File: src/sv/ntpc_pkg.sv
// ----------------------------------------------------------------------------
// ntpc_pkg
// Shared types, constants and helpers of the NTP packet classifier with
// statistics counters.
// ----------------------------------------------------------------------------
package ntpc_pkg;

  localparam int unsigned COUNTER_BITS      = 48;
  localparam int unsigned NUM_COUNTERS      = 16;
  localparam int unsigned CNT_IDX_W         = $clog2(NUM_COUNTERS);
  localparam int unsigned ETH_HEADER_BYTES  = 14;
  localparam int unsigned IPV6_HEADER_BYTES = 40;
  localparam int unsigned UDP_HEADER_BYTES  = 8;

  localparam logic [6:0] NTP_START_DEFAULT = 7'(ETH_HEADER_BYTES + UDP_HEADER_BYTES);
  localparam logic [6:0] NTP_START_IPV6    =
      7'(ETH_HEADER_BYTES + UDP_HEADER_BYTES + IPV6_HEADER_BYTES);

  localparam logic [15:0] OFS_TYPE_HI  = 16'd12;
  localparam logic [15:0] OFS_TYPE_LO  = 16'd13;
  localparam logic [15:0] OFS_IP_FIRST = 16'(ETH_HEADER_BYTES);
  localparam logic [15:0] OFS_MAX      = 16'hFFFF;

  localparam logic [15:0] ETH_TYPE_V4 = 16'h0800;
  localparam logic [15:0] ETH_TYPE_V6 = 16'h86DD;

  // Item opcodes and result kinds
  localparam logic OP_FRAME   = 1'b0;
  localparam logic OP_READ    = 1'b1;
  localparam logic KIND_CLASS = 1'b0;
  localparam logic KIND_READ  = 1'b1;

  // IP classes
  localparam logic [1:0] IP_V4    = 2'd0;
  localparam logic [1:0] IP_V6    = 2'd1;
  localparam logic [1:0] IP_OTHER = 2'd2;

  // NTP classes
  localparam logic [2:0] NTP_NONE      = 3'd0;
  localparam logic [2:0] NTP_V1_NOMODE = 3'd1;
  localparam logic [2:0] NTP_CLIENT    = 3'd2;
  localparam logic [2:0] NTP_SERVER    = 3'd3;
  localparam logic [2:0] NTP_CONTROL   = 3'd4;
  localparam logic [2:0] NTP_PRIVATE   = 3'd5;

  // NTP mode field codes
  localparam logic [2:0] MODE_RESERVED = 3'd0;
  localparam logic [2:0] MODE_CLIENT   = 3'd3;
  localparam logic [2:0] MODE_SERVER   = 3'd4;
  localparam logic [2:0] MODE_CONTROL  = 3'd6;
  localparam logic [2:0] MODE_PRIVATE  = 3'd7;

  localparam logic [5:0] V1_NOMODE_CODE = 6'h08;
  localparam logic [1:0] LI_ALARM       = 2'b11;
  localparam logic [4:0] KOD_ALL_MATCH  = 5'h1F;

  // Counter indexes
  localparam logic [CNT_IDX_W-1:0] CNT_TOTAL_PKTS  = CNT_IDX_W'(0);
  localparam logic [CNT_IDX_W-1:0] CNT_TOTAL_BYTES = CNT_IDX_W'(1);
  localparam logic [CNT_IDX_W-1:0] CNT_V4_PKTS     = CNT_IDX_W'(2);
  localparam logic [CNT_IDX_W-1:0] CNT_V4_BYTES    = CNT_IDX_W'(3);
  localparam logic [CNT_IDX_W-1:0] CNT_V6_PKTS     = CNT_IDX_W'(4);
  localparam logic [CNT_IDX_W-1:0] CNT_V6_BYTES    = CNT_IDX_W'(5);
  localparam logic [CNT_IDX_W-1:0] CNT_V1_NOMODE   = CNT_IDX_W'(6);
  localparam logic [CNT_IDX_W-1:0] CNT_KOD_RATE    = CNT_IDX_W'(11);
  localparam logic [CNT_IDX_W-1:0] CNT_CLIENT      = CNT_IDX_W'(12);
  localparam logic [CNT_IDX_W-1:0] CNT_SERVER      = CNT_IDX_W'(13);
  localparam logic [CNT_IDX_W-1:0] CNT_CONTROL     = CNT_IDX_W'(14);
  localparam logic [CNT_IDX_W-1:0] CNT_PRIVATE     = CNT_IDX_W'(15);

  typedef struct packed {
    logic        opcode;
    logic [7:0]  data_byte;
    logic        last_byte;
    logic [15:0] wire_length;
    logic [3:0]  counter_index;
  } in_item_t;

  typedef struct packed {
    logic        result_kind;
    logic [1:0]  ip_class;
    logic [2:0]  ntp_class;
    logic [2:0]  client_version;
    logic        kod_rate;
    logic [47:0] counter_value;
  } out_item_t;

  // Frame verdict handed from the parser to the counter sequencer and output
  typedef struct packed {
    logic [1:0]              ip_class;
    logic [2:0]              ntp_class;
    logic [2:0]              client_version;
    logic                    kod_rate;
    logic [NUM_COUNTERS-1:0] bump_mask;
  } class_t;

  // Expected bytes 12 to 15 of a RATE kiss-o'-death
  function automatic logic [7:0] rate_byte(logic [1:0] k);
    logic [7:0] b;
    case (k)
      2'd0:    b = 8'h52;
      2'd1:    b = 8'h41;
      2'd2:    b = 8'h54;
      default: b = 8'h45;
    endcase
    return b;
  endfunction

  function automatic logic [CNT_IDX_W-1:0] lowest_set(logic [NUM_COUNTERS-1:0] m);
    logic [CNT_IDX_W-1:0] idx;
    idx = '0;
    for (int i = NUM_COUNTERS - 1; i >= 0; i--) begin
      if (m[i]) idx = CNT_IDX_W'(i);
    end
    return idx;
  endfunction

  function automatic logic is_byte_counter(logic [CNT_IDX_W-1:0] idx);
    return (idx == CNT_TOTAL_BYTES) || (idx == CNT_V4_BYTES) || (idx == CNT_V6_BYTES);
  endfunction

endpackage

File: src/sv/ntpc_ram.sv
// ----------------------------------------------------------------------------
// ntpc_ram
// Generic simple dual-port RAM: one write port, one read port with
// registered read data that holds while no read is issued.
// ----------------------------------------------------------------------------
module ntpc_ram #(
  parameter int unsigned Width = 8,
  parameter int unsigned Depth = 16,
  localparam int unsigned AddrW = $clog2(Depth)
) (
  input  logic             clk_i,
  input  logic             we_i,
  input  logic [AddrW-1:0] waddr_i,
  input  logic [Width-1:0] wdata_i,
  input  logic             re_i,
  input  logic [AddrW-1:0] raddr_i,
  output logic [Width-1:0] rdata_o
);

  logic [Width-1:0] mem_q [Depth];
  logic [Width-1:0] rdata_q;

  always_ff @(posedge clk_i) begin
    if (we_i) mem_q[waddr_i] <= wdata_i;
    if (re_i) rdata_q <= mem_q[raddr_i];
  end

  assign rdata_o = rdata_q;

endmodule

File: src/sv/ntpc_parser.sv
// ----------------------------------------------------------------------------
// ntpc_parser
// Per-frame byte tracker: captures the ethertype, locates the NTP header,
// records its first byte and the kiss-o'-death pattern, and classifies the
// frame on its last byte.
// ----------------------------------------------------------------------------
module ntpc_parser (
  input  logic                clk_i,
  input  logic                rst_ni,
  input  logic                byte_en_i,
  input  logic [7:0]          data_byte_i,
  input  logic                last_byte_i,
  output ntpc_pkg::class_t    class_o
);

  logic [15:0] offset_q, offset_d;
  logic [15:0] ftype_q, ftype_d;
  logic [6:0]  nstart_q, nstart_d;
  logic [7:0]  first_q, first_d;
  logic [4:0]  kod_q, kod_d;
  logic        seen_q, seen_d;

  logic [15:0] start_ext;
  logic [15:0] diff;
  logic        hit_first, hit_stratum, in_rate;

  always_comb begin
    start_ext   = {9'b0, nstart_q};
    diff        = offset_q - start_ext;
    hit_first   = (offset_q == start_ext);
    hit_stratum = (offset_q == start_ext + 16'd1);
    in_rate     = (offset_q >= start_ext) && (diff[15:2] == 14'd3);

    ftype_d = ftype_q;
    if (offset_q == ntpc_pkg::OFS_TYPE_HI) ftype_d = {data_byte_i, ftype_q[7:0]};
    else if (offset_q == ntpc_pkg::OFS_TYPE_LO) ftype_d = {ftype_q[15:8], data_byte_i};

    nstart_d = nstart_q;
    if (offset_q == ntpc_pkg::OFS_IP_FIRST) begin
      if (ftype_q == ntpc_pkg::ETH_TYPE_V4)
        nstart_d = ntpc_pkg::NTP_START_DEFAULT + {1'b0, data_byte_i[3:0], 2'b00};
      else if (ftype_q == ntpc_pkg::ETH_TYPE_V6)
        nstart_d = ntpc_pkg::NTP_START_IPV6;
      else
        nstart_d = ntpc_pkg::NTP_START_DEFAULT;
    end

    first_d = hit_first ? data_byte_i : first_q;
    seen_d  = seen_q | hit_first;

    kod_d = kod_q;
    if (!hit_first) begin
      if (hit_stratum) begin
        if (data_byte_i == 8'd0) kod_d[0] = 1'b1;
      end else if (in_rate) begin
        if (data_byte_i == ntpc_pkg::rate_byte(diff[1:0])) kod_d[{1'b0, diff[1:0]} + 3'd1] = 1'b1;
      end
    end

    offset_d = (offset_q == ntpc_pkg::OFS_MAX) ? offset_q : offset_q + 16'd1;
  end

  // Classification on the updated state, so the last byte itself counts
  always_comb begin
    class_o = '0;
    class_o.bump_mask[ntpc_pkg::CNT_TOTAL_PKTS] = 1'b1;
    if (ftype_d == ntpc_pkg::ETH_TYPE_V4) begin
      class_o.ip_class = ntpc_pkg::IP_V4;
      class_o.bump_mask[ntpc_pkg::CNT_TOTAL_BYTES] = 1'b1;
      class_o.bump_mask[ntpc_pkg::CNT_V4_PKTS]     = 1'b1;
      class_o.bump_mask[ntpc_pkg::CNT_V4_BYTES]    = 1'b1;
    end else if (ftype_d == ntpc_pkg::ETH_TYPE_V6) begin
      class_o.ip_class = ntpc_pkg::IP_V6;
      class_o.bump_mask[ntpc_pkg::CNT_TOTAL_BYTES] = 1'b1;
      class_o.bump_mask[ntpc_pkg::CNT_V6_PKTS]     = 1'b1;
      class_o.bump_mask[ntpc_pkg::CNT_V6_BYTES]    = 1'b1;
    end else begin
      class_o.ip_class = ntpc_pkg::IP_OTHER;
    end

    if (seen_d) begin
      class_o.client_version = first_d[5:3];
      case (first_d[2:0])
        ntpc_pkg::MODE_RESERVED: begin
          if (first_d[5:0] == ntpc_pkg::V1_NOMODE_CODE) begin
            class_o.ntp_class = ntpc_pkg::NTP_V1_NOMODE;
            class_o.bump_mask[ntpc_pkg::CNT_V1_NOMODE] = 1'b1;
          end
        end
        ntpc_pkg::MODE_CLIENT: begin
          class_o.ntp_class = ntpc_pkg::NTP_CLIENT;
          class_o.bump_mask[ntpc_pkg::CNT_CLIENT] = 1'b1;
          // versions one to four have a counter each, after the no-mode one
          if (first_d[5:3] >= 3'd1 && first_d[5:3] <= 3'd4)
            class_o.bump_mask[ntpc_pkg::CNT_V1_NOMODE + {1'b0, first_d[5:3]}] = 1'b1;
        end
        ntpc_pkg::MODE_SERVER: begin
          class_o.ntp_class = ntpc_pkg::NTP_SERVER;
          class_o.bump_mask[ntpc_pkg::CNT_SERVER] = 1'b1;
          if (first_d[7:6] == ntpc_pkg::LI_ALARM && kod_d == ntpc_pkg::KOD_ALL_MATCH) begin
            class_o.kod_rate = 1'b1;
            class_o.bump_mask[ntpc_pkg::CNT_KOD_RATE] = 1'b1;
          end
        end
        ntpc_pkg::MODE_CONTROL: begin
          class_o.ntp_class = ntpc_pkg::NTP_CONTROL;
          class_o.bump_mask[ntpc_pkg::CNT_CONTROL] = 1'b1;
        end
        ntpc_pkg::MODE_PRIVATE: begin
          class_o.ntp_class = ntpc_pkg::NTP_PRIVATE;
          class_o.bump_mask[ntpc_pkg::CNT_PRIVATE] = 1'b1;
        end
        default: begin
        end
      endcase
    end
  end

  always_ff @(posedge clk_i or negedge rst_ni) begin
    if (!rst_ni) begin
      offset_q <= '0;
      ftype_q  <= '0;
      nstart_q <= ntpc_pkg::NTP_START_DEFAULT;
      first_q  <= '0;
      kod_q    <= '0;
      seen_q   <= 1'b0;
    end else if (byte_en_i) begin
      if (last_byte_i) begin
        // frame done: back to the idle frame state
        offset_q <= '0;
        ftype_q  <= '0;
        nstart_q <= ntpc_pkg::NTP_START_DEFAULT;
        first_q  <= '0;
        kod_q    <= '0;
        seen_q   <= 1'b0;
      end else begin
        offset_q <= offset_d;
        ftype_q  <= ftype_d;
        nstart_q <= nstart_d;
        first_q  <= first_d;
        kod_q    <= kod_d;
        seen_q   <= seen_d;
      end
    end
  end

endmodule

File: src/sv/ntpc_counters.sv
// ----------------------------------------------------------------------------
// ntpc_counters
// Statistics counter store: a RAM of wrapping counters, a sequencer that
// applies one frame's bumps by read-modify-write, and the counter read port.
// ----------------------------------------------------------------------------
module ntpc_counters (
  input  logic                                   clk_i,
  input  logic                                   rst_ni,
  input  logic                                   start_i,
  input  logic [ntpc_pkg::NUM_COUNTERS-1:0]      mask_i,
  input  logic [15:0]                            wire_length_i,
  input  logic                                   rd_req_i,
  input  logic [ntpc_pkg::CNT_IDX_W-1:0]         rd_idx_i,
  output logic                                   busy_o,
  output logic [ntpc_pkg::COUNTER_BITS-1:0]      rd_value_o
);

  logic [ntpc_pkg::NUM_COUNTERS-1:0] pend_q, pend_d;
  logic [ntpc_pkg::NUM_COUNTERS-1:0] valid_q, valid_d;
  logic [15:0]                       wlen_q;
  logic                              wr_valid_q;
  logic [ntpc_pkg::CNT_IDX_W-1:0]    wr_addr_q;
  logic                              rd_valid_q;

  logic                              issue;
  logic [ntpc_pkg::CNT_IDX_W-1:0]    seq_addr;
  logic                              ram_re;
  logic [ntpc_pkg::CNT_IDX_W-1:0]    ram_raddr;
  logic [ntpc_pkg::COUNTER_BITS-1:0] ram_rdata;
  logic [ntpc_pkg::COUNTER_BITS-1:0] old_value;
  logic [ntpc_pkg::COUNTER_BITS-1:0] amount;
  logic [ntpc_pkg::COUNTER_BITS-1:0] wdata;

  always_comb begin
    issue     = (pend_q != '0);
    seq_addr  = ntpc_pkg::lowest_set(pend_q);
    ram_re    = issue | rd_req_i;
    ram_raddr = issue ? seq_addr : rd_idx_i;

    // drop the lowest pending bump once its read is issued
    if (start_i)    pend_d = mask_i;
    else if (issue) pend_d = pend_q & (pend_q - {{(ntpc_pkg::NUM_COUNTERS-1){1'b0}}, 1'b1});
    else            pend_d = pend_q;

    // an entry never written reads as zero
    old_value = rd_valid_q ? ram_rdata : '0;
    amount    = ntpc_pkg::is_byte_counter(wr_addr_q) ?
                ntpc_pkg::COUNTER_BITS'(wlen_q) : ntpc_pkg::COUNTER_BITS'(1);
    wdata     = old_value + amount;

    valid_d = valid_q;
    if (wr_valid_q) valid_d[wr_addr_q] = 1'b1;
  end

  ntpc_ram #(
    .Width(ntpc_pkg::COUNTER_BITS),
    .Depth(ntpc_pkg::NUM_COUNTERS)
  ) u_ram (
    .clk_i  (clk_i),
    .we_i   (wr_valid_q),
    .waddr_i(wr_addr_q),
    .wdata_i(wdata),
    .re_i   (ram_re),
    .raddr_i(ram_raddr),
    .rdata_o(ram_rdata)
  );

  always_ff @(posedge clk_i or negedge rst_ni) begin
    if (!rst_ni) begin
      pend_q     <= '0;
      valid_q    <= '0;
      wr_valid_q <= 1'b0;
      rd_valid_q <= 1'b0;
    end else begin
      pend_q     <= pend_d;
      valid_q    <= valid_d;
      wr_valid_q <= issue;
      if (ram_re) rd_valid_q <= valid_q[ram_raddr];
    end
  end

  always_ff @(posedge clk_i) begin
    if (start_i) wlen_q <= wire_length_i;
    if (issue)   wr_addr_q <= seq_addr;
  end

  assign busy_o     = issue | wr_valid_q;
  assign rd_value_o = old_value;

endmodule

File: src/sv/ntp_packet_classifier_counters.sv
// ----------------------------------------------------------------------------
// ntp_packet_classifier_counters
// NTP traffic classifier for captured Ethernet frames with sixteen
// wrapping statistics counters held in a RAM.
// ----------------------------------------------------------------------------
// Frame bytes are taken one per clock. A byte that is not the last of its
// frame is always accepted. The last byte of a frame and a counter read each
// need the counter RAM and the holding register: they are held off while
// the holding register cannot move on or the update sequencer is still
// applying the previous frame's bumps (one to six counters, then the final
// write) through the RAM's single read-modify-write path. With frames of a
// few dozen bytes or more the block therefore runs at one byte per clock
// unless the output stalls. A frame's classification and a read's counter
// value pass the holding register and then the output register. Counters
// reset to zero at once through per-entry valid bits; no clearing pass is needed.
// ----------------------------------------------------------------------------
module ntp_packet_classifier_counters (
  input  logic                clk_i,
  input  logic                rst_ni,
  input  logic                in_valid_i,
  output logic                in_ready_o,
  input  ntpc_pkg::in_item_t  in_data_i,
  output logic                out_valid_o,
  input  logic                out_ready_i,
  output ntpc_pkg::out_item_t out_data_o
);

  logic                              is_read, ends_frame, needs_slot;
  logic                              accept, produce;
  logic                              seq_busy;
  logic                              a_valid_q, a_adv, a_free;
  ntpc_pkg::out_item_t               a_item_q, a_item_d;
  logic                              out_valid_q;
  ntpc_pkg::out_item_t               out_q;
  ntpc_pkg::class_t                  verdict;
  logic [ntpc_pkg::COUNTER_BITS-1:0] rd_value;

  always_comb begin
    is_read    = (in_data_i.opcode == ntpc_pkg::OP_READ);
    ends_frame = !is_read && in_data_i.last_byte;
    needs_slot = is_read | ends_frame;
    a_adv      = a_valid_q && (!out_valid_q || out_ready_i);
    a_free     = !a_valid_q || a_adv;
    in_ready_o = !needs_slot || (!seq_busy && a_free);
    accept     = in_valid_i && in_ready_o;
    produce    = accept && needs_slot;

    a_item_d = '0;
    if (is_read) begin
      a_item_d.result_kind = ntpc_pkg::KIND_READ;
    end else begin
      a_item_d.result_kind    = ntpc_pkg::KIND_CLASS;
      a_item_d.ip_class       = verdict.ip_class;
      a_item_d.ntp_class      = verdict.ntp_class;
      a_item_d.client_version = verdict.client_version;
      a_item_d.kod_rate       = verdict.kod_rate;
    end
  end

  ntpc_parser u_parser (
    .clk_i      (clk_i),
    .rst_ni     (rst_ni),
    .byte_en_i  (accept && !is_read),
    .data_byte_i(in_data_i.data_byte),
    .last_byte_i(in_data_i.last_byte),
    .class_o    (verdict)
  );

  ntpc_counters u_counters (
    .clk_i        (clk_i),
    .rst_ni       (rst_ni),
    .start_i      (accept && ends_frame),
    .mask_i       (verdict.bump_mask),
    .wire_length_i(in_data_i.wire_length),
    .rd_req_i     (accept && is_read),
    .rd_idx_i     (in_data_i.counter_index),
    .busy_o       (seq_busy),
    .rd_value_o   (rd_value)
  );

  always_ff @(posedge clk_i or negedge rst_ni) begin
    if (!rst_ni) begin
      a_valid_q   <= 1'b0;
      out_valid_q <= 1'b0;
    end else begin
      if (produce)    a_valid_q <= 1'b1;
      else if (a_adv) a_valid_q <= 1'b0;
      if (a_adv)            out_valid_q <= 1'b1;
      else if (out_ready_i) out_valid_q <= 1'b0;
    end
  end

  // Read data stays in the RAM output register until the beat moves on
  always_ff @(posedge clk_i) begin
    if (produce) a_item_q <= a_item_d;
    if (a_adv) begin
      out_q <= a_item_q;
      if (a_item_q.result_kind == ntpc_pkg::KIND_READ) out_q.counter_value <= 48'(rd_value);
    end
  end

  assign out_valid_o = out_valid_q;
  assign out_data_o  = out_q;

  a_slot_filled: assert property (@(posedge clk_i) disable iff (!rst_ni)
    produce |=> a_valid_q)
    else $error("result beat did not reach the holding stage");

  seq_start_idle: assert property (@(posedge clk_i) disable iff (!rst_ni)
    (accept && ends_frame) |-> !seq_busy)
    else $error("counter update started while sequencer busy");

  class_no_value: assert property (@(posedge clk_i) disable iff (!rst_ni)
    (out_valid_o && out_data_o.result_kind == ntpc_pkg::KIND_CLASS)
      |-> (out_data_o.counter_value == '0))
    else $error("classification beat carries a counter value");

  kod_only_server: assert property (@(posedge clk_i) disable iff (!rst_ni)
    (out_valid_o && out_data_o.kod_rate) |-> (out_data_o.ntp_class == ntpc_pkg::NTP_SERVER))
    else $error("RATE kiss-o'-death flagged on a non-server packet");

endmodule
File: config.mk
export PLATFORM = sky130hd
export DESIGN_NAME = ntp_packet_classifier_counters
export DESIGN_NICKNAME = d
export VERILOG_FILES = /design/src/sv/ntpc_pkg.sv /design/src/sv/ntpc_ram.sv /design/src/sv/ntpc_parser.sv /design/src/sv/ntpc_counters.sv /design/src/sv/ntp_packet_classifier_counters.sv
export SDC_FILE = /design/constraint.sdc
export NUM_CORES = 1
export LEC_CHECK = 0
export BUFFER_PORTS_ARGS = -buffer_cell sky130_fd_sc_hd__buf_2
export CORE_MARGIN = 1.5
export CORE_UTILIZATION = 35
export CTS_BUF_LIST = sky130_fd_sc_hd__clkbuf_4 sky130_fd_sc_hd__clkbuf_8 sky130_fd_sc_hd__clkbuf_16
export DETAILED_ROUTE_END_ITERATION = 16
export MAX_ROUTING_LAYER = met4
export SYNTH_ARGS = -nofsm -noshare
export SYNTH_HDL_FRONTEND = slang
export SYNTH_SLANG_ARGS = --single-unit
File: constraint.sdc
create_clock -name clk_i -period 4.75 [get_ports clk_i]
set_input_delay 0.475 -clock clk_i [delete_from_list [all_inputs] [get_ports clk_i]]
set_output_delay 0.475 -clock clk_i [all_outputs]
set_load 0.005 [all_outputs]
==> results.rst, run 1 <==
.. list-table::
   :header-rows: 1

   * - Metric
     - Value
   * - Met1 track demand over resource
     - 23.6%
   * - Share of layout cells above drive strength 1
     - approximately an eighth
   * - EDFF count, synth
     - roughly 900
   * - Clock tree from TritonCTS
     - done
   * - Width of the chip
     - 347 um
   * - Final ANT Viol Nets
     - 0
   * - Reg clk slew, reported paths
     - 60 ps
   * - Pin count of the biggest net entering global routing
     - 103
   * - Largest stage delay, worst path
     - 710 ps
   * - Number of max-cap violations
     - 0
   * - Transition at the pin with the smallest max-transition slack
     - about 1300 ps
   * - Number of vias in the routed layout
     - 26,209
   * - Compound-gate portion of the synthesized area
     - 9.58%
   * - Startpoint type of the worst setup path
     - flop
   * - CTS buffer count
     - 100
   * - Total I/O pin count
     - 94
   * - Synthesized instance count
     - 3,222
   * - Effective utilization at floorplan
     - a little over a third
   * - Gpl congestion
     - 0.796
   * - Critical path required time
     - ~5100 ps
   * - Static leakage
     - 0.0167 uW
   * - Global routing usage summed across all routing layers
     - between 15 and 20%
   * - CTS root buffer
     - clkbuf_16
   * - Full die area
     - 0.121 mm^2
   * - Total grt overflow
     - 0
   * - Endpoints failing setup
     - 0
   * - Via count of the first global-routing pass
     - 25,317
   * - Min Clock Period, post-route
     - 4460 ps
   * - DRC marker count from the first detailed-route iteration
     - 2,482
   * - Library cell contributing the largest single delay on the critical path
     - nor2_1
   * - Worst vdd ir
     - between 300 and 400 uV
   * - Library cells used by synthesis
     - between 80 and 90
   * - Netlist area before placement
     - 0.0415 mm^2
   * - WS Path Type
     - flop to flop
   * - Asr flop ratio synth
     - under 10%
   * - Worst Path Buf+Inv
     - 2
   * - Worst hold path class
     - input pin to flop
   * - Data arrival time of the critical path
     - about 4800 ps
   * - DRC viols
     - 0
   * - Placement row count
     - 126
   * - Total of flip-flops plus latches after synthesis
     - 991
   * - Met2 usage
     - 29.0%
   * - Post-route clock period utilization
     - ~94%
   * - CP top delay family
     - compound AO/OA/AOI/OAI gates
   * - Diodes inserted
     - 0
   * - Post-DR vias/cell
     - 5.31
   * - Mux cell area share after synthesis
     - 0.699%
   * - Post-Route Utilization
     - 40.3%
   * - Share of synthesized cell area in full adder, half adder and majority cells
     - 1.06%
   * - Met3 Use GR
     - 1.93%
   * - Routed length per placed instance
     - 21.7 um
   * - Post-synthesis average cell area
     - 12.9 um^2
   * - Number of sinks driven by the clock tree
     - just under 1,000
   * - Most used flip-flop cell after synthesis
     - edfxtp_1
   * - Total Neg Setup Slack
     - 0 ps
   * - Wire length of the first global-routing pass
     - between 150 and 200 mm
   * - Simple-gate share of the synthesized area
     - about 14%
   * - Net Count, Synth
     - 3,290
   * - Growth of design area from synthesis to finish
     - 14.5%
   * - Fin nets
     - approximately 3,400
   * - Overall power after layout
     - ~20,000 uW
   * - Most common cell after layout, fill and taps aside
     - edfxtp_1
   * - Detailed Place HPWL
     - ~57 mm
   * - Most heavily used metal layer in global routing
     - met2
   * - Clock latency reported for the late side of the worst-skew pair
     - 680 ps
   * - Result of the run
     - completed
   * - CP max FO
     - 16
   * - Number of buffers added on ports
     - 93
   * - Power per Cell Area
     - about 420 mW/mm^2
   * - Unrepaired setup endpoints after global routing
     - false
   * - H-tree depth reported by CTS
     - 3
   * - Yosys warning total
     - 0
   * - Type of destination of the critical path
     - flop
   * - XOR/XNOR Fraction of Synth Area
     - slightly above 1%
   * - Commonest cells after routing, fill and taps aside
     - edfxtp_1, nand2_1, nor2_1
   * - Final Hold Viols
     - 0
   * - Achievable Freq
     - 0.224 GHz
   * - Normalized max-slew margin
     - 14.2%
   * - Die outline height
     - 347 um
   * - Total wire length after detailed routing
     - 107 mm
   * - First-pass iteration count of the detailed router
     - 5
   * - Number of antenna violations at the first check in global routing
     - 0
   * - Series of cell instances along the critical path
     - a211oi_2 -> buf_4 -> and2_1 -> ha_1 -> nor2b_1 -> o21a_1 -> o21ai_0 -> a211oi_1 -> o32ai_2 -> buf_4 -> nor3_1 -> xnor2_1 -> nor2_1
   * - Proportion of synthesized chip area in sequential cells
     - a little over two thirds
   * - Number of slew-limit violations in the final report
     - 0
   * - Setup clock skew after layout
     - approximately 26 ps
   * - Floorplan Core Area
     - 0.118 mm^2
   * - CTS max path bufs
     - 3
   * - Largest family of logic cells by synthesized area
     - simple AND/OR/NAND/NOR gates
   * - Most common cell on crit path
     - buf_4
[routing by layer]
layer,routed length [um],up-vias
met5,0,-
met2,51800,809
met4,3130,0
met1,46400,13057
li1,-,12141
met3,5790,202
[synth_stat cells (25+ instances only)]
cell type | count | area share [%]
a211oi_1 | 102 | 1.8
a21oi_1 | 45 | 0.54
a22oi_1 | 48 | 0.87
a31oi_1 | 109 | 1.6
and2_1 | 135 | 2.0
and3_1 | 64 | 0.96
buf_2 | 29 | 0.35
buf_4 | 26 | 0.47
clkbuf_1 | 118 | 1.1
dfrtp_1 | 85 | 5.1
edfxtp_1 | 904 | 65
ha_1 | 32 | 0.96
inv_1 | 44 | 0.40
nand2_1 | 458 | 4.1
nand3_1 | 131 | 1.6
nor2_1 | 374 | 3.4
o21ai_0 | 123 | 1.5
o21ai_1 | 28 | 0.34
o221ai_1 | 48 | 1.0
xnor2_1 | 25 | 0.53
[metrics by stage]
| stage | area [um^2] | cells | hold WS, ps | setup WS, ps |
|---|---|---|---|---|
| after global routing | 47600 | 4938 | 140 | 0.887 |
| after CTS | 47500 | 4938 | 86.0 | 159 |
| after floorplan | 41500 | 3222 | 179 | 305 |
| after detailed placement | 44000 | 4736 | 407 | 214 |
| final | 47600 | 4938 | 124 | 290 |
| after global placement | 44000 | 4736 | 405 | 304 |
[worst register-to-register path, stage by stage (launching register included)]
cell and delay, ps:
edfxtp_1 540, a211oi_2 320, buf_4 230, and2_1 140, ha_1 260, nor2b_1 150
o21a_1 180, o21ai_0 300, a211oi_1 200, o32ai_2 480, buf_4 380, nor3_1 110
xnor2_1 130, nor2_1 720
[path summary, 6_finish.rpt]
path                                         start  slack [ps]                             to  cells after the start
max                        u_counters.wr_addr_q[2]         290  u_counters.u_ram.mem_q[6][20]                     13
min                                    out_ready_i         120                    out_valid_o                      3
max reg2reg                u_counters.wr_addr_q[2]         290  u_counters.u_ram.mem_q[6][20]                     13
min reg2reg                           a_item_q[52]         430                 out_data_o[52]                      0
max in group asynchronous                   rst_ni        3420           u_counters.pend_q[9]                      3
min in group asynchronous                   rst_ni         330            u_parser.ftype_q[7]                      2
[where the power goes]
group / internal, uW / switching [uW] / leakage [uW]
Combinational: 532 / 1300 / 0.00559
Sequential: 10100 / 148 / 0.00947
Clock: 4530 / 3380 / 0.00163
[state kept, by name, indices dropped and copies added, names as in the netlist, 10 cells and up]
name	cells
out_data_o	58
u_counters.wlen_q	16
u_counters.pend_q	16
u_counters.u_ram.mem_q	768
u_parser.offset_q	16
u_counters.u_ram.rdata_o	48
u_counters.valid_q	16
u_parser.ftype_q	16
a_item_q	10
[area by class of cell]
| cell class | count | area [um^2] |
|---|---|---|
| repair buffers | 181 | 1480 |
| well taps | 1536 | 1920 |
| flip-flops and latches | 991 | 29300 |
| multi-input cells | 2000 | 11300 |
| clock buffers | 120 | 2670 |
| inverters | 45 | 169 |
| clock inverters | 65 | 652 |
| fillers | 10927 | 70400 |
[cell families after synthesis]
kind of cell / Yosys count
flip-flops: 991
adder cells (fa/ha/maj): 34
multiplexers: 28
buffers and inverters: 231
AND/OR/NAND/NOR: 1299
AO/OA/AOI/OAI: 591
XOR/XNOR: 48
[timing repair]
item | 4_1_cts | 5_1_grt
hold buffers | 17 | 0
setup endpoints to repair | 0 | 67
hold endpoints to repair | 58 | 0
buffers inserted | 0 | 0
gates resized for setup | 0 | 5
Note: power is estimated with default switching activity, not from simulation.
==> inputs of run 2 (changes only) <==
==> constraint.sdc (replaced) <==
create_clock -name clk_i -period 4.75 [get_ports clk_i]
set_input_delay 0.7125 -clock clk_i [delete_from_list [all_inputs] [get_ports clk_i]]
set_output_delay 0.7125 -clock clk_i [all_outputs]
set_load 0.005 [all_outputs]
==> run 2 against run 1 <==
  * Clock power grew 3.2%
  * Flip-flop and latch count is the same
  * Non-clock buffer count shrank 17
  * Register-to-register slack is essentially flat
  * Total power grew 1.2%
  * Sequential share of layout area grew 0.086 points
  * Critical endpoint is now u_counters.u_ram.mem_q[4][22]
==> results.rst, run 2 (synthesized netlist as in run 1, its figures left out) <==
.. list-table::
   :header-rows: 1

   * - Metric
     - Value
   * - Gpl congestion
     - 0.795 (was 0.796)
   * - Number of buffers inserted to repair setup after CTS
     - 0 (unchanged)
   * - Final Hold Viols
     - 0 (unchanged)
   * - Number of antenna violations at the first check in global routing
     - 1 (was 0)
   * - Total wire length after detailed routing
     - 107 mm (about the same)
   * - Number of flip-flops under the largest register name
     - 768 (unchanged)
   * - Wire length of the first global-routing pass
     - 161 mm (was 160 mm)
   * - Number of vias in the routed layout
     - 26,170 (was 26,209)
   * - Static leakage
     - 0.0167 uW (about the same)
   * - Post-route clock period utilization
     - 94.1% (was 93.9%)
   * - Normalized max-slew margin
     - 10.6% (was 14.2%)
   * - Data arrival time of the critical path
     - 4780 ps (was 4790 ps)
   * - First-pass iteration count of the detailed router
     - 6 (was 5)
   * - Register area
     - 0.0293 mm^2 (unchanged)
   * - Worst vdd ir
     - 289 uV (was 312 uV)
   * - Series of cell instances along the critical path
     - a211oi_2 -> buf_4 -> and2_1 -> ha_1 -> nor2b_1 -> o21a_1 -> o21ai_0 -> a211oi_1 -> o32ai_2 -> buf_4 -> o21ai_0 -> a21oi_1 (was a211oi_2 -> buf_4 -> and2_1 -> ha_1 -> nor2b_1 -> o21a_1 -> o21ai_0 -> a211oi_1 -> o32ai_2 -> buf_4 -> nor3_1 -> xnor2_1 -> nor2_1)
   * - Die outline height
     - 347 um (unchanged)
   * - Largest stage delay, worst path
     - 770 ps (was 710 ps)
   * - CTS root buffer
     - clkbuf_16 (unchanged)
   * - Via count of the first global-routing pass
     - 25,533 (was 25,317)
   * - Commonest cells after routing, fill and taps aside
     - edfxtp_1, nand2_1, nor2_1 (unchanged)
   * - WS Path Type
     - flop to flop (unchanged)
   * - CP max FO
     - 16 (unchanged)
   * - Total grt overflow
     - 0 (unchanged)
   * - Width of the chip
     - 347 um (unchanged)
   * - Total I/O pin count
     - 94 (unchanged)
   * - Clock tree from TritonCTS
     - done (unchanged)
   * - Library cell contributing the largest single delay on the critical path
     - a21oi_1 (was nor2_1)
   * - Number of max-cap violations
     - 0 (unchanged)
   * - Setup clock skew after layout
     - 29.8 ps (was 26.0 ps)
   * - Post-DR vias/cell
     - 5.32 (was 5.31)
   * - H-tree depth reported by CTS
     - 3 (unchanged)
   * - Reg clk slew, reported paths
     - 60 ps (about the same)
   * - Detailed Place HPWL
     - 56.9 mm (about the same)
   * - Power per Cell Area
     - 425 mW/mm^2 (was 420 mW/mm^2)
   * - CTS buffer count
     - 100 (unchanged)
   * - Number of buffers inserted for hold repair after clock tree synthesis
     - 0 (was 17)
   * - Fin nets
     - 3,370 (was 3,387)
   * - Total Neg Setup Slack
     - 0 ps (unchanged)
   * - Number of buffers added on ports
     - 93 (unchanged)
   * - Critical path required time
     - 5060 ps (was 5080 ps)
   * - Effective utilization at floorplan
     - 35.2% (unchanged)
   * - Clock latency reported for the late side of the worst-skew pair
     - 660 ps (was 680 ps)
   * - CTS-repair resized insts
     - 0 (unchanged)
   * - Placement row count
     - 126 (unchanged)
   * - Min Clock Period, post-route
     - 4470 ps (was 4460 ps)
   * - CTS max path bufs
     - 3 (unchanged)
   * - Share of layout cells above drive strength 1
     - 12.1% (was 12.0%)
   * - Overall power after layout
     - 20,200 uW (was 20,000 uW)
   * - DRC marker count from the first detailed-route iteration
     - 2,647 (was 2,482)
   * - Number of sinks driven by the clock tree
     - 991 (unchanged)
   * - Startpoint type of the worst setup path
     - flop (unchanged)
   * - Unrepaired setup endpoints after global routing
     - false (unchanged)
   * - Result of the run
     - completed (unchanged)
   * - Full die area
     - 0.121 mm^2 (unchanged)
   * - Global routing usage summed across all routing layers
     - 17.9% (about the same)
   * - Type of destination of the critical path
     - flop (unchanged)
   * - Transition at the pin with the smallest max-transition slack
     - 1330 ps (was 1280 ps)
   * - Worst hold path class
     - input pin to asynchronous set/reset pin (was input pin to flop)
   * - DRC viols
     - 0 (unchanged)
   * - Diodes inserted
     - 0 (unchanged)
   * - Number of slew-limit violations in the final report
     - 0 (unchanged)
   * - Growth of design area from synthesis to finish
     - 14.4% (was 14.5%)
   * - Pin count of the biggest net entering global routing
     - 103 (unchanged)
   * - Endpoints failing setup
     - 0 (unchanged)
   * - Most flop-heavy register
     - u_counters.u_ram.mem_q (unchanged)
   * - Filler cell count
     - 10,893 (was 10,927)
   * - Most common cell after layout, fill and taps aside
     - edfxtp_1 (unchanged)
   * - Area of the multi-input gates
     - 0.0113 mm^2 (about the same)
   * - Achievable Freq
     - 0.224 GHz (about the same)
   * - Routed length per placed instance
     - 21.7 um (about the same)
   * - Final ANT Viol Nets
     - 0 (unchanged)
   * - Floorplan Core Area
     - 0.118 mm^2 (unchanged)
==> run 2: cell count changes in the layout (fill, tap and decap cells not counted) <==
| cell | before | now |
|---|---|---|
| nor2_2 | 2 | 6 |
| clkinv_16 | 2 | 0 |
| inv_6 | 3 | 5 |
| clkinv_8 | 2 | 1 |
| clkinvlp_4 | 7 | 10 |
| clkinv_4 | 6 | 1 |
| inv_16 | 0 | 1 |
| bufinv_16 | 9 | 16 |
| nor2_1 | 360 | 356 |
| clkinv_2 | 18 | 17 |
| dlygate4sd3_1 | 17 | 0 |
| clkbuf_16 | 101 | 100 |
| clkbuf_4 | 19 | 13 |
| clkinv_1 | 18 | 23 |
==> run 2: final timing paths <==
path / from / endpoint / slack, ps / cells past startpoint
max: u_counters.wr_addr_q[2] / u_counters.u_ram.mem_q[4][22] / 280 / 12
min: rst_ni / u_parser.ftype_q[4] / 40 / 1
max reg2reg: u_counters.wr_addr_q[2] / u_counters.u_ram.mem_q[4][22] / 280 / 12
min reg2reg: a_item_q[50] / out_data_o[50] / 420 / 0
max in group asynchronous: rst_ni / out_valid_o / 3690 / 2
min in group clk_i: in_data_i[10] / u_counters.wlen_q[6] / 230 / 1
==> run 2: area by class of cell <==
type	instances	share of cell area, %
Inverter	45	0.356
Timing Repair Buffer	164	2.77
Sequential cell	991	61.8
Clock buffer	113	5.47
Tap cell	1536	4.05
Multi-Input combinational cell	2000	23.9
Clock inverter	74	1.72
==> run 2: where the power goes <==
part	switching, uW	internal (uW)
clock	3340	4820
combinational	1300	525
sequential	146	10100
total	4790	15400
==> run 2: metrics by stage <==
stage	setup slack, ps	hold WS [ps]	cells	utilization, %	area [um^2]
floorplan	305	400	3222	-	41500
CTS	141	17.9	4923	40.2	47500
global route	3.39	67.9	4923	40.3	47500
detailed placement	175	405	4736	37.4	44000
global placement	304	406	4736	37.4	44000
finish	280	41.5	4923	40.3	47500
==> run 2: worst max-delay path: cells and delay by family (launching register included) <==
kind	cells	cell delay [ps]
AND/OR/NAND/NOR	2	290
adder cells (fa/ha/maj)	1	250
buffers and inverters	2	620
AO/OA/AOI/OAI	7	2430
flip-flops	1	530
==> run 2: per-layer routing <==
| layer | wire length [um] | share of wire, % | vias to the layer above | track usage [%] |
|---|---|---|---|---|
| li1 | - | - | 12105 | - |
| met1 | 46800 | 44 | 13105 | 23.9 |
| met2 | 52000 | 49 | 790 | 28.9 |
| met3 | 5430 | 5.1 | 170 | 1.83 |
| met4 | 2660 | 2.5 | 0 | 5.56 |
| met5 | 0 | 0 | - | - |
